## config.mk

```make
export PLATFORM = sky130hd
export DESIGN_NAME = decimal_text_to_nano_fixed_flat
export DESIGN_NICKNAME = d
export VERILOG_FILES = /design/src/hdl/dtnf_pkg.sv /design/src/hdl/dtnf_intf.sv /design/src/hdl/dtnf_dp.sv /design/src/hdl/dtnf_ctrl.sv /design/src/hdl/decimal_text_to_nano_fixed.sv /design/src/flat_wrapper.sv
export SDC_FILE = /design/constraint.sdc
export NUM_CORES = 2
export LEC_CHECK = 0
export BUFFER_PORTS_ARGS = -buffer_cell sky130_fd_sc_hd__clkbuf_2
export CAP_MARGIN = 20
export CORE_MARGIN = 2
export CORE_UTILIZATION = 35
export DETAILED_ROUTE_END_ITERATION = 12
export PLACE_DENSITY = 0.45
export SETUP_SLACK_MARGIN = 0.1
export SLEW_MARGIN = 20
export SYNTH_ARGS = -nofsm -noshare
export SYNTH_HDL_FRONTEND = slang
export SYNTH_SLANG_ARGS = --single-unit
```

## constraint.sdc

```tcl
create_clock -name clk_i -period 11.1 [get_ports clk_i]
set_clock_uncertainty 0.05 [all_clocks]
set_input_delay 2.22 -clock clk_i [delete_from_list [all_inputs] [get_ports clk_i]]
set_output_delay 2.22 -clock clk_i [all_outputs]
set_load 0.005 [all_outputs]
```

## src/hdl/dtnf_pkg.sv

```systemverilog
// Shared types, constants and the power-of-ten table for the decimal text
// to nano fixed-point converter. No dependencies.
package dtnf_pkg;

  localparam int unsigned MagW   = 63;  // magnitude width in nanos
  localparam int unsigned IntW   = 32;  // integer accumulator width
  localparam int unsigned FracW  = 30;  // fraction accumulator width
  localparam int unsigned PowW   = 54;  // holds 10^16
  localparam int unsigned CntW   = 6;   // holds MagW

  localparam logic [7:0] CharDot   = 8'h2E;
  localparam logic [7:0] CharMinus = 8'h2D;
  localparam logic [7:0] CharPlus  = 8'h2B;
  localparam logic [7:0] CharZero  = 8'h30;
  localparam logic [7:0] CharNine  = 8'h39;
  localparam logic [3:0] DigitMask = 4'hF;

  localparam logic [FracW-1:0] NanosPerUnit = 30'd1000000000;
  localparam logic [3:0]       FracDigits   = 4'd9;
  localparam logic [CntW-1:0]  DivSteps     = CntW'(MagW);

  typedef enum logic [1:0] {
    PH_START = 2'd0,
    PH_INT   = 2'd1,
    PH_FRAC  = 2'd2,
    PH_STOP  = 2'd3
  } phase_e;

  typedef enum logic [2:0] {
    S_PARSE,
    S_MUL_INT,
    S_MUL_FRAC,
    S_SUM,
    S_UP,
    S_DIV,
    S_DONE
  } state_e;

  // controller to datapath
  typedef struct packed {
    logic take_char;
    logic last_char;
    logic mul_int;
    logic mul_frac;
    logic sum;
    logic up_step;
    logic dn_step;
    logic load_out;
  } cmd_t;

  // datapath to controller
  typedef struct packed {
    logic       scale_up;
    logic       scale_dn;
    logic [4:0] scale_k;
  } status_t;

  function automatic logic [PowW-1:0] pow10(input logic [4:0] k);
    logic [PowW-1:0] r;
    case (k)
      5'd0:    r = 54'd1;
      5'd1:    r = 54'd10;
      5'd2:    r = 54'd100;
      5'd3:    r = 54'd1000;
      5'd4:    r = 54'd10000;
      5'd5:    r = 54'd100000;
      5'd6:    r = 54'd1000000;
      5'd7:    r = 54'd10000000;
      5'd8:    r = 54'd100000000;
      5'd9:    r = 54'd1000000000;
      5'd10:   r = 54'd10000000000;
      5'd11:   r = 54'd100000000000;
      5'd12:   r = 54'd1000000000000;
      5'd13:   r = 54'd10000000000000;
      5'd14:   r = 54'd100000000000000;
      5'd15:   r = 54'd1000000000000000;
      5'd16:   r = 54'd10000000000000000;
      default: r = '0;
    endcase
    return r;
  endfunction

endpackage

```

## src/hdl/dtnf_intf.sv

```systemverilog
// Valid/ready channel interfaces for the character input and the result
// output. Depends on nothing.
interface dtnf_in_if;
  logic              valid;
  logic              ready;
  logic [7:0]        character;
  logic              final_char;
  logic signed [4:0] decimal_order;

  modport source (output valid, character, final_char, decimal_order, input ready);
  modport sink   (input valid, character, final_char, decimal_order, output ready);
endinterface

interface dtnf_out_if;
  logic        valid;
  logic        ready;
  logic [62:0] magnitude_nanos;
  logic        is_negative;

  modport source (output valid, magnitude_nanos, is_negative, input ready);
  modport sink   (input valid, magnitude_nanos, is_negative, output ready);
endinterface

```

## src/hdl/dtnf_dp.sv

```systemverilog
// Datapath: character parser, shared 32x30 multiplier, x10 scaler and a
// restoring divider by 10^k. Depends on dtnf_pkg.
module dtnf_dp (
  input  logic              clk_i,
  input  logic              rst_ni,
  input  dtnf_pkg::cmd_t    cmd_i,
  output dtnf_pkg::status_t status_o,
  input  logic [7:0]        character_i,
  input  logic [4:0]        decimal_order_i,
  output logic [62:0]       magnitude_nanos_o,
  output logic              is_negative_o
);
  import dtnf_pkg::*;

  phase_e            phase_q, phase_d;
  logic              neg_q, neg_d;
  logic [IntW-1:0]   int_q, int_d;
  logic [FracW-1:0]  frac_q, frac_d;
  logic [3:0]        cnt_q, cnt_d;
  logic [4:0]        ord_q;
  logic              sign_q;
  logic [61:0]       prod_q;
  logic [MagW-1:0]   acc_q;
  logic [PowW-1:0]   rem_q;
  logic [PowW-1:0]   div_q;
  logic [PowW-1:0]   pw_full;
  logic [IntW-1:0]   mul_a;
  logic [FracW-1:0]  mul_b;
  logic              is_dig;
  logic [3:0]        dig;
  logic [PowW:0]     trial;
  logic              ge;

  assign dig    = character_i[3:0] & DigitMask;
  assign is_dig = (character_i >= CharZero) && (character_i <= CharNine);

  // parser
  always_comb begin
    phase_d = phase_q;
    neg_d   = neg_q;
    int_d   = int_q;
    frac_d  = frac_q;
    cnt_d   = cnt_q;
    if (cmd_i.mul_frac) begin
      // last reader of the parse state: start a new string
      phase_d = PH_START;
      neg_d   = 1'b0;
      int_d   = '0;
      frac_d  = '0;
      cnt_d   = '0;
    end else if (cmd_i.take_char) begin
      unique case (phase_q)
        PH_START: begin
          if (character_i == CharPlus) begin
            phase_d = PH_INT;
          end else if (character_i == CharMinus) begin
            neg_d   = 1'b1;
            phase_d = PH_INT;
          end else if (is_dig) begin
            int_d   = {28'd0, dig};
            phase_d = PH_INT;
          end else if (character_i == CharDot) begin
            phase_d = PH_FRAC;
          end else begin
            phase_d = PH_STOP;
          end
        end
        PH_INT: begin
          if (is_dig) begin
            int_d = int_q * 32'd10 + {28'd0, dig};
          end else if (character_i == CharDot) begin
            phase_d = PH_FRAC;
          end else begin
            phase_d = PH_STOP;
          end
        end
        PH_FRAC: begin
          if (is_dig) begin
            if (cnt_q < FracDigits) begin
              frac_d = frac_q * 30'd10 + {26'd0, dig};
              cnt_d  = cnt_q + 4'd1;
            end
          end else begin
            phase_d = PH_STOP;
          end
        end
        PH_STOP: ;
        default: ;
      endcase
    end
  end

  always_ff @(posedge clk_i or negedge rst_ni) begin
    if (!rst_ni) begin
      phase_q <= PH_START;
      neg_q   <= 1'b0;
      int_q   <= '0;
      frac_q  <= '0;
      cnt_q   <= '0;
    end else begin
      phase_q <= phase_d;
      neg_q   <= neg_d;
      int_q   <= int_d;
      frac_q  <= frac_d;
      cnt_q   <= cnt_d;
    end
  end

  // shared multiplier: integer part, then zero-padded fraction
  assign pw_full = pow10({1'b0, FracDigits - cnt_q});
  assign mul_a   = cmd_i.mul_frac ? {2'd0, frac_q} : int_q;
  assign mul_b   = cmd_i.mul_frac ? pw_full[FracW-1:0] : NanosPerUnit;

  assign status_o.scale_dn = ord_q[4];
  assign status_o.scale_up = !ord_q[4] && (ord_q != 5'd0);
  assign status_o.scale_k  = ord_q[4] ? (5'd0 - ord_q) : ord_q;

  assign trial = {rem_q, acc_q[MagW-1]};
  assign ge    = trial >= {1'b0, div_q};

  always_ff @(posedge clk_i) begin
    prod_q <= mul_a * mul_b;
    if (cmd_i.last_char) begin
      ord_q <= decimal_order_i;
    end
    if (cmd_i.mul_frac) begin
      acc_q  <= {1'b0, prod_q};
      sign_q <= neg_q;
    end
    if (cmd_i.sum) begin
      acc_q <= acc_q + {1'b0, prod_q};
      rem_q <= '0;
      div_q <= pow10(status_o.scale_k);
    end
    if (cmd_i.up_step) begin
      acc_q <= (acc_q << 3) + (acc_q << 1);
    end
    if (cmd_i.dn_step) begin
      // shift one dividend bit in, subtract when it fits
      acc_q <= {acc_q[MagW-2:0], ge};
      rem_q <= ge ? trial[PowW-1:0] - div_q : trial[PowW-1:0];
    end
    if (cmd_i.load_out) begin
      magnitude_nanos_o <= acc_q;
      is_negative_o     <= sign_q;
    end
  end

endmodule

```

## src/hdl/dtnf_ctrl.sv

```systemverilog
// Controller: sequences parse, multiply, scale and output load, and owns the
// input ready and output valid. Depends on dtnf_pkg.
module dtnf_ctrl (
  input  logic              clk_i,
  input  logic              rst_ni,
  input  logic              in_valid_i,
  output logic              in_ready_o,
  input  logic              final_char_i,
  output logic              out_valid_o,
  input  logic              out_ready_i,
  input  dtnf_pkg::status_t status_i,
  output dtnf_pkg::cmd_t    cmd_o
);
  import dtnf_pkg::*;

  state_e          state_q, state_d;
  logic [CntW-1:0] cnt_q, cnt_d;
  logic            out_valid_q, out_valid_d;
  logic            can_load;

  assign can_load    = !out_valid_q || out_ready_i;
  assign out_valid_o = out_valid_q;

  always_comb begin
    state_d = state_q;
    unique case (state_q)
      S_PARSE:    if (in_valid_i && final_char_i) state_d = S_MUL_INT;
      S_MUL_INT:  state_d = S_MUL_FRAC;
      S_MUL_FRAC: state_d = S_SUM;
      S_SUM: begin
        if (status_i.scale_up) begin
          state_d = S_UP;
        end else if (status_i.scale_dn) begin
          state_d = S_DIV;
        end else begin
          state_d = S_DONE;
        end
      end
      S_UP, S_DIV: if (cnt_q == CntW'(1)) state_d = S_DONE;
      S_DONE:     if (can_load) state_d = S_PARSE;
      default:    state_d = S_PARSE;
    endcase
  end

  always_comb begin
    cmd_o           = '0;
    in_ready_o      = 1'b0;
    cnt_d           = cnt_q;
    unique case (state_q)
      S_PARSE: begin
        in_ready_o      = 1'b1;
        cmd_o.take_char = in_valid_i;
        cmd_o.last_char = in_valid_i && final_char_i;
      end
      S_MUL_INT:  cmd_o.mul_int  = 1'b1;
      S_MUL_FRAC: cmd_o.mul_frac = 1'b1;
      S_SUM: begin
        cmd_o.sum = 1'b1;
        cnt_d     = status_i.scale_up ? {1'b0, status_i.scale_k} : DivSteps;
      end
      S_UP: begin
        cmd_o.up_step = 1'b1;
        cnt_d         = cnt_q - CntW'(1);
      end
      S_DIV: begin
        cmd_o.dn_step = 1'b1;
        cnt_d         = cnt_q - CntW'(1);
      end
      S_DONE:  cmd_o.load_out = can_load;
      default: ;
    endcase
  end

  always_comb begin
    out_valid_d = out_valid_q;
    if (cmd_o.load_out) begin
      out_valid_d = 1'b1;
    end else if (out_ready_i) begin
      out_valid_d = 1'b0;
    end
  end

  always_ff @(posedge clk_i or negedge rst_ni) begin
    if (!rst_ni) begin
      state_q     <= S_PARSE;
      cnt_q       <= '0;
      out_valid_q <= 1'b0;
    end else begin
      state_q     <= state_d;
      cnt_q       <= cnt_d;
      out_valid_q <= out_valid_d;
    end
  end

`ifndef SYNTHESIS
  a_load_no_overwrite: assert property (@(posedge clk_i) disable iff (!rst_ni)
    cmd_o.load_out |-> (!out_valid_q || out_ready_i))
    else $error("result overwritten while waiting");

  a_final_starts_calc: assert property (@(posedge clk_i) disable iff (!rst_ni)
    (in_valid_i && in_ready_o && final_char_i) |=> (state_q == S_MUL_INT))
    else $error("final character did not start the calculation");

  a_scale_count_live: assert property (@(posedge clk_i) disable iff (!rst_ni)
    (state_q == S_UP || state_q == S_DIV) |-> (cnt_q != '0))
    else $error("scale step counter ran out");

  a_load_then_valid: assert property (@(posedge clk_i) disable iff (!rst_ni)
    cmd_o.load_out |=> out_valid_q)
    else $error("loaded result not presented");
`endif

endmodule

```

## src/hdl/decimal_text_to_nano_fixed.sv

```systemverilog
// Top level of the decimal text to nano fixed-point converter.
// Depends on dtnf_pkg, dtnf_intf, dtnf_ctrl and dtnf_dp.
//
//  channel  dir  handshake      payload
//  in_i     in   valid/ready    character, final_char, decimal_order
//  out_o    out  valid/ready    magnitude_nanos, is_negative
//
// A character that is not final only updates the parser.
// A final character runs the multiply and sum states, then one x10 step per
// unit of a positive order or the 63-step restoring divider by 10^k for a
// negative order, and then the output load.
// Reset clears the parser and controller; no clearing pass.
// A result waits in the output register; parsing goes on meanwhile. Input is
// held during each calculation and until the next result can be loaded.
module decimal_text_to_nano_fixed (
  input logic   clk_i,
  input logic   rst_ni,
  dtnf_in_if.sink    in_i,
  dtnf_out_if.source out_o
);
  import dtnf_pkg::*;

  cmd_t    cmd;
  status_t status;

  dtnf_ctrl u_ctrl (
    .clk_i        (clk_i),
    .rst_ni       (rst_ni),
    .in_valid_i   (in_i.valid),
    .in_ready_o   (in_i.ready),
    .final_char_i (in_i.final_char),
    .out_valid_o  (out_o.valid),
    .out_ready_i  (out_o.ready),
    .status_i     (status),
    .cmd_o        (cmd)
  );

  dtnf_dp u_dp (
    .clk_i             (clk_i),
    .rst_ni            (rst_ni),
    .cmd_i             (cmd),
    .status_o          (status),
    .character_i       (in_i.character),
    .decimal_order_i   (in_i.decimal_order),
    .magnitude_nanos_o (out_o.magnitude_nanos),
    .is_negative_o     (out_o.is_negative)
  );

endmodule

```

## src/flat_wrapper.sv

```systemverilog
// flat-port wrapper written by rule: the top's interface ports become plain ports
module decimal_text_to_nano_fixed_flat import dtnf_pkg::*;
  (clk_i, rst_ni, in_i_valid, in_i_character, in_i_final_char, in_i_decimal_order, in_i_ready, out_o_valid, out_o_magnitude_nanos, out_o_is_negative, out_o_ready);
  dtnf_in_if in_i_i ();
  dtnf_out_if out_o_i ();
  input logic clk_i;
  input logic rst_ni;
  input wire logic [$bits(in_i_i.valid)-1:0] in_i_valid;
  input wire logic [$bits(in_i_i.character)-1:0] in_i_character;
  input wire logic [$bits(in_i_i.final_char)-1:0] in_i_final_char;
  input wire logic [$bits(in_i_i.decimal_order)-1:0] in_i_decimal_order;
  output wire logic [$bits(in_i_i.ready)-1:0] in_i_ready;
  output wire logic [$bits(out_o_i.valid)-1:0] out_o_valid;
  output wire logic [$bits(out_o_i.magnitude_nanos)-1:0] out_o_magnitude_nanos;
  output wire logic [$bits(out_o_i.is_negative)-1:0] out_o_is_negative;
  input wire logic [$bits(out_o_i.ready)-1:0] out_o_ready;
  assign in_i_i.valid = in_i_valid;
  assign in_i_i.character = in_i_character;
  assign in_i_i.final_char = in_i_final_char;
  assign in_i_i.decimal_order = in_i_decimal_order;
  assign in_i_ready = in_i_i.ready;
  assign out_o_valid = out_o_i.valid;
  assign out_o_magnitude_nanos = out_o_i.magnitude_nanos;
  assign out_o_is_negative = out_o_i.is_negative;
  assign out_o_i.ready = out_o_ready;
  decimal_text_to_nano_fixed u_core (.clk_i(clk_i), .rst_ni(rst_ni), .in_i(in_i_i), .out_o(out_o_i));
endmodule
```

==> flow_metrics.tcl <==
set metrics [dict create \
    die_y_um 419.4 \
    routed_wl_um 200500 \
    cpPeakStageDelay_ns 0.65 \
    endpoint_kind "flop" \
    synth_xor_area_share_pct 4.721 \
    fin_tns_setup_ns 0 \
    numPortBuffers 83 \
    nNetsFinal 8401 \
    clkSinkCount 373 \
    worstSetupPathType "flop to flop" \
    fin_cells 9338 \
    cpMostUsedCell "fa_1" \
    max_slew.worst_pin.slew_ns 1.141 \
    antenna_found_initial 3 \
    synthCells 7021 \
    placed_cells 9241 \
    synthSimpleGateAreaFrac_pct 15.44 \
    syn_area_sq_um 60400 \
    hp-class "flop to flop" \
    status "finished, final reports clean" \
    cts_tree "done" \
    fp.coreArea_sq_um 171500 \
    grt_max_degree 73 \
    cp_slowest_cell "ha_1" \
    cts_buffer_depth 3 \
    maxSlewViolCount 0 \
    dpl.hpwl_um 164600 \
    cts_inserted_buffers 51 \
    grt.overflow.total 0 \
    p_leak_nw 31.67 \
    synth_flop_cell "edfxtp_1" \
    setup_violations 0 \
    async_reset_ff_share_pct 21.18 \
    grt_pass1_wl_um 310700 \
    wl_per_cell_um 21.47 \
    ant_nets 0 \
    fill_cells 17780 \
    clk_latency_ns 0.67 \
    synth_cell_type_count 92 \
    initial_core_util_pct 35.21 \
    timing.fmax_ghz 0.09705 \
    avgViaCountPerCell 5.180 \
    area_delta_synth_final_pct 8.576 \
    synthAdderAreaFrac_pct 39.46 \
    via_count 48370 \
    ir_drop_uv 129.8 \
    cts-root-buf "clkbuf_16" \
    synth_edf_count 232 \
    period_needed_ns 10.30 \
    fin_crit_sh_pct 92.83 \
    arrival_ns 10.81 \
    drc 0 \
    layout_commonest_cell "inv_1" \
    yosysWarnings 0 \
    setup.worst_path.start_class "flop" \
    htreeDepth 2 \
    crit_fanout 17 \
    dr.pass1.iters 6 \
    synth.avg_cell_area_sq_um 8.603 \
    hold_viol_final 0 \
    dieArea_sq_um 175900 \
    synth_seq_area_share_pct 16.86 \
    cts_hold_buf 0 \
    p_per_area_nw_per_um2 149.2 \
    drt_iter0_markers 3043 \
    num_rows 152 \
    layout-drive-gt1-share_pct 5.565 \
    synth_seq_cells 373 \
    gp_congestion 0.9070 \
    grtUsageTotal_pct 22.99 \
    cp.required_ns 11.61 \
    clk_pin_slew_worst_paths_ns 0.06 \
    slew_headroom_pct 22.40 \
    synth_top_family_by_area "adder cells" \
    drv_cap 0 \
    io_pins 84 \
    most-common-layout-cells "inv_1, nor2_1, fa_1, nand2_1, ha_1" \
    grt_pass1_vias 50910 \
    die_w_um 419.4 \
    rsz0062_at_grt "false" \
    synth_compound_area_share_pct 13.58 \
    synthMuxAreaShare_pct 1.284 \
]
path summary, 6_finish.rpt:
kind                                                        from                              endpoint  slack, ns  cells after the start
worst max-delay path            u_core.u_dp.cnt_q[1]$_DFFE_PN0P_        u_core.u_dp.prod_q[61]$_DFF_P_       0.80                     32
worst min-delay path               u_core.u_dp.neg_q$_DFFE_PN0P_          u_core.u_dp.sign_q$_DFFE_PN_       0.41                      0
worst max register to register  u_core.u_dp.cnt_q[1]$_DFFE_PN0P_        u_core.u_dp.prod_q[61]$_DFF_P_       0.80                     32
worst min register to register     u_core.u_dp.neg_q$_DFFE_PN0P_          u_core.u_dp.sign_q$_DFFE_PN_       0.41                      0
max in group asynchronous                                 rst_ni      u_core.u_dp.cnt_q[1]$_DFFE_PN0P_       8.34                      2
min in group asynchronous                                 rst_ni  u_core.u_ctrl.state_q[2]$_DFFE_PN0P_       1.40                      1
layout make-up:
cell class	instances	area [sq um]	share of cell area, %
Clock inverter	33	375.4	0.5724
Inverter	1048	3935	6.000
Timing Repair Buffer	215	1434	2.186
Sequential cell	373	10190	15.53
Tap cell	2310	2890	4.407
Multi-Input combinational cell	5295	45310	69.09
Antenna cell	2	5.005	0.007632
Clock buffer	62	1444	2.202
metal layers:
layer / wire [um] / vias to the layer above / global-route usage, %
met5: 14 / - / 0
met4: 6668 / 2 / 6.786
met3: 9272 / 221 / 2.861
met2: 94690 / 1104 / 39.05
met1: 89890 / 24160 / 30.54
li1: - / 22880 / -
registers in the layout (all words and copies together), names as in the netlist, 2 cells and up:
register,cells
u_core.u_dp.div_q,45
u_core.u_dp.int_q,32
u_core.u_ctrl.cnt_q,6
u_core.u_dp.ord_q,5
u_core.u_dp.magnitude_nanos_o,63
u_core.u_dp.prod_q,62
u_core.u_dp.cnt_q,4
u_core.u_dp.frac_q,30
u_core.u_dp.phase_q,2
u_core.u_dp.rem_q,54
u_core.u_dp.acc_q,63
u_core.u_ctrl.state_q,3
critical path, delay by kind of cell (launching register included):
| family | cells | cell delay (ns) |
|---|---|---|
| adders and majority gates | 11 | 5.48 |
| AOI/OAI and AO/OA | 7 | 1.61 |
| and+or+nand+nor | 6 | 1.59 |
| buffers and inverters | 7 | 0.86 |
| DFF | 1 | 0.51 |
| xor gates and xnor gates | 1 | 0.12 |
synthesized netlist by cell type, drive strengths merged (18+ instances only):
| cell type | number | area, sq um |
|---|---|---|
| a211oi | 45 | 337.8 |
| a21o | 219 | 1644 |
| a21oi | 405 | 2027 |
| a31oi | 45 | 287.8 |
| and2 | 34 | 212.7 |
| and3 | 32 | 200.2 |
| buf | 25 | 112.6 |
| clkbuf | 312 | 1171 |
| dfrtp | 79 | 1977 |
| dfxtp | 62 | 1241 |
| edfxtp | 232 | 6967 |
| fa | 843 | 16880 |
| ha | 556 | 6957 |
| inv | 1046 | 3926 |
| mux2i | 73 | 730.7 |
| nand2 | 764 | 2868 |
| nand2b | 41 | 256.5 |
| nand3 | 117 | 585.6 |
| nand4 | 67 | 425.4 |
| nor2 | 852 | 3198 |
| nor2b | 51 | 319.1 |
| nor3 | 71 | 360.3 |
| nor4 | 21 | 150.2 |
| o21a | 36 | 277.8 |
| o21ai | 295 | 1476 |
| o21bai | 45 | 337.8 |
| o22ai | 27 | 168.9 |
| o31ai | 31 | 232.7 |
| or2 | 18 | 112.6 |
| or3 | 25 | 161.4 |
| xnor2 | 207 | 1813 |
| xor2 | 116 | 1016 |
through the flow:
stage | cell area, sq um | hold slack, ns | total power (W) | setup WS, ns | utilization, %
detailed placement | 63730 | 0.3928 | 0.007986 | 0.6251 | 37.15
global placement | 63730 | 0.3865 | 0.007994 | 0.7982 | 37.15
global route | 65570 | 0.4257 | 0.01058 | 0.1751 | 38.23
floorplan | 60520 | 0.3503 | 0.006328 | 1.768 | -
CTS | 65550 | 0.4056 | 0.009841 | 0.6931 | 38.21
finish | 65580 | 0.4056 | 0.009785 | 0.7958 | 38.23
kinds of logic (layout without fill, tap and decap cells):
logic type | after synthesis | in the layout
adder cells (fa/ha/maj) | 1399 | 1399
XOR/XNOR | 324 | 324
AO/OA/AOI/OAI | 1310 | 1310
multiplexers | 77 | 77
flip-flops | 373 | 373
AND/OR/NAND/NOR | 2151 | 2151
buffers and inverters | 1385 | 1358
other | 2 | 36
power by group:
group | internal [W] | switching [W]
logic | 0.00208 | 0.00351
clock network | 0.00105 | 0.000727
registers | 0.00200 | 0.000414
total | 0.00513 | 0.00465
timing repair:
item	4_1_cts	5_1_grt
resized for setup	0	1
setup buffers	0	0
setup endpoints to repair	0	1
No activity file was read; power rests on OpenSTA's default activity.
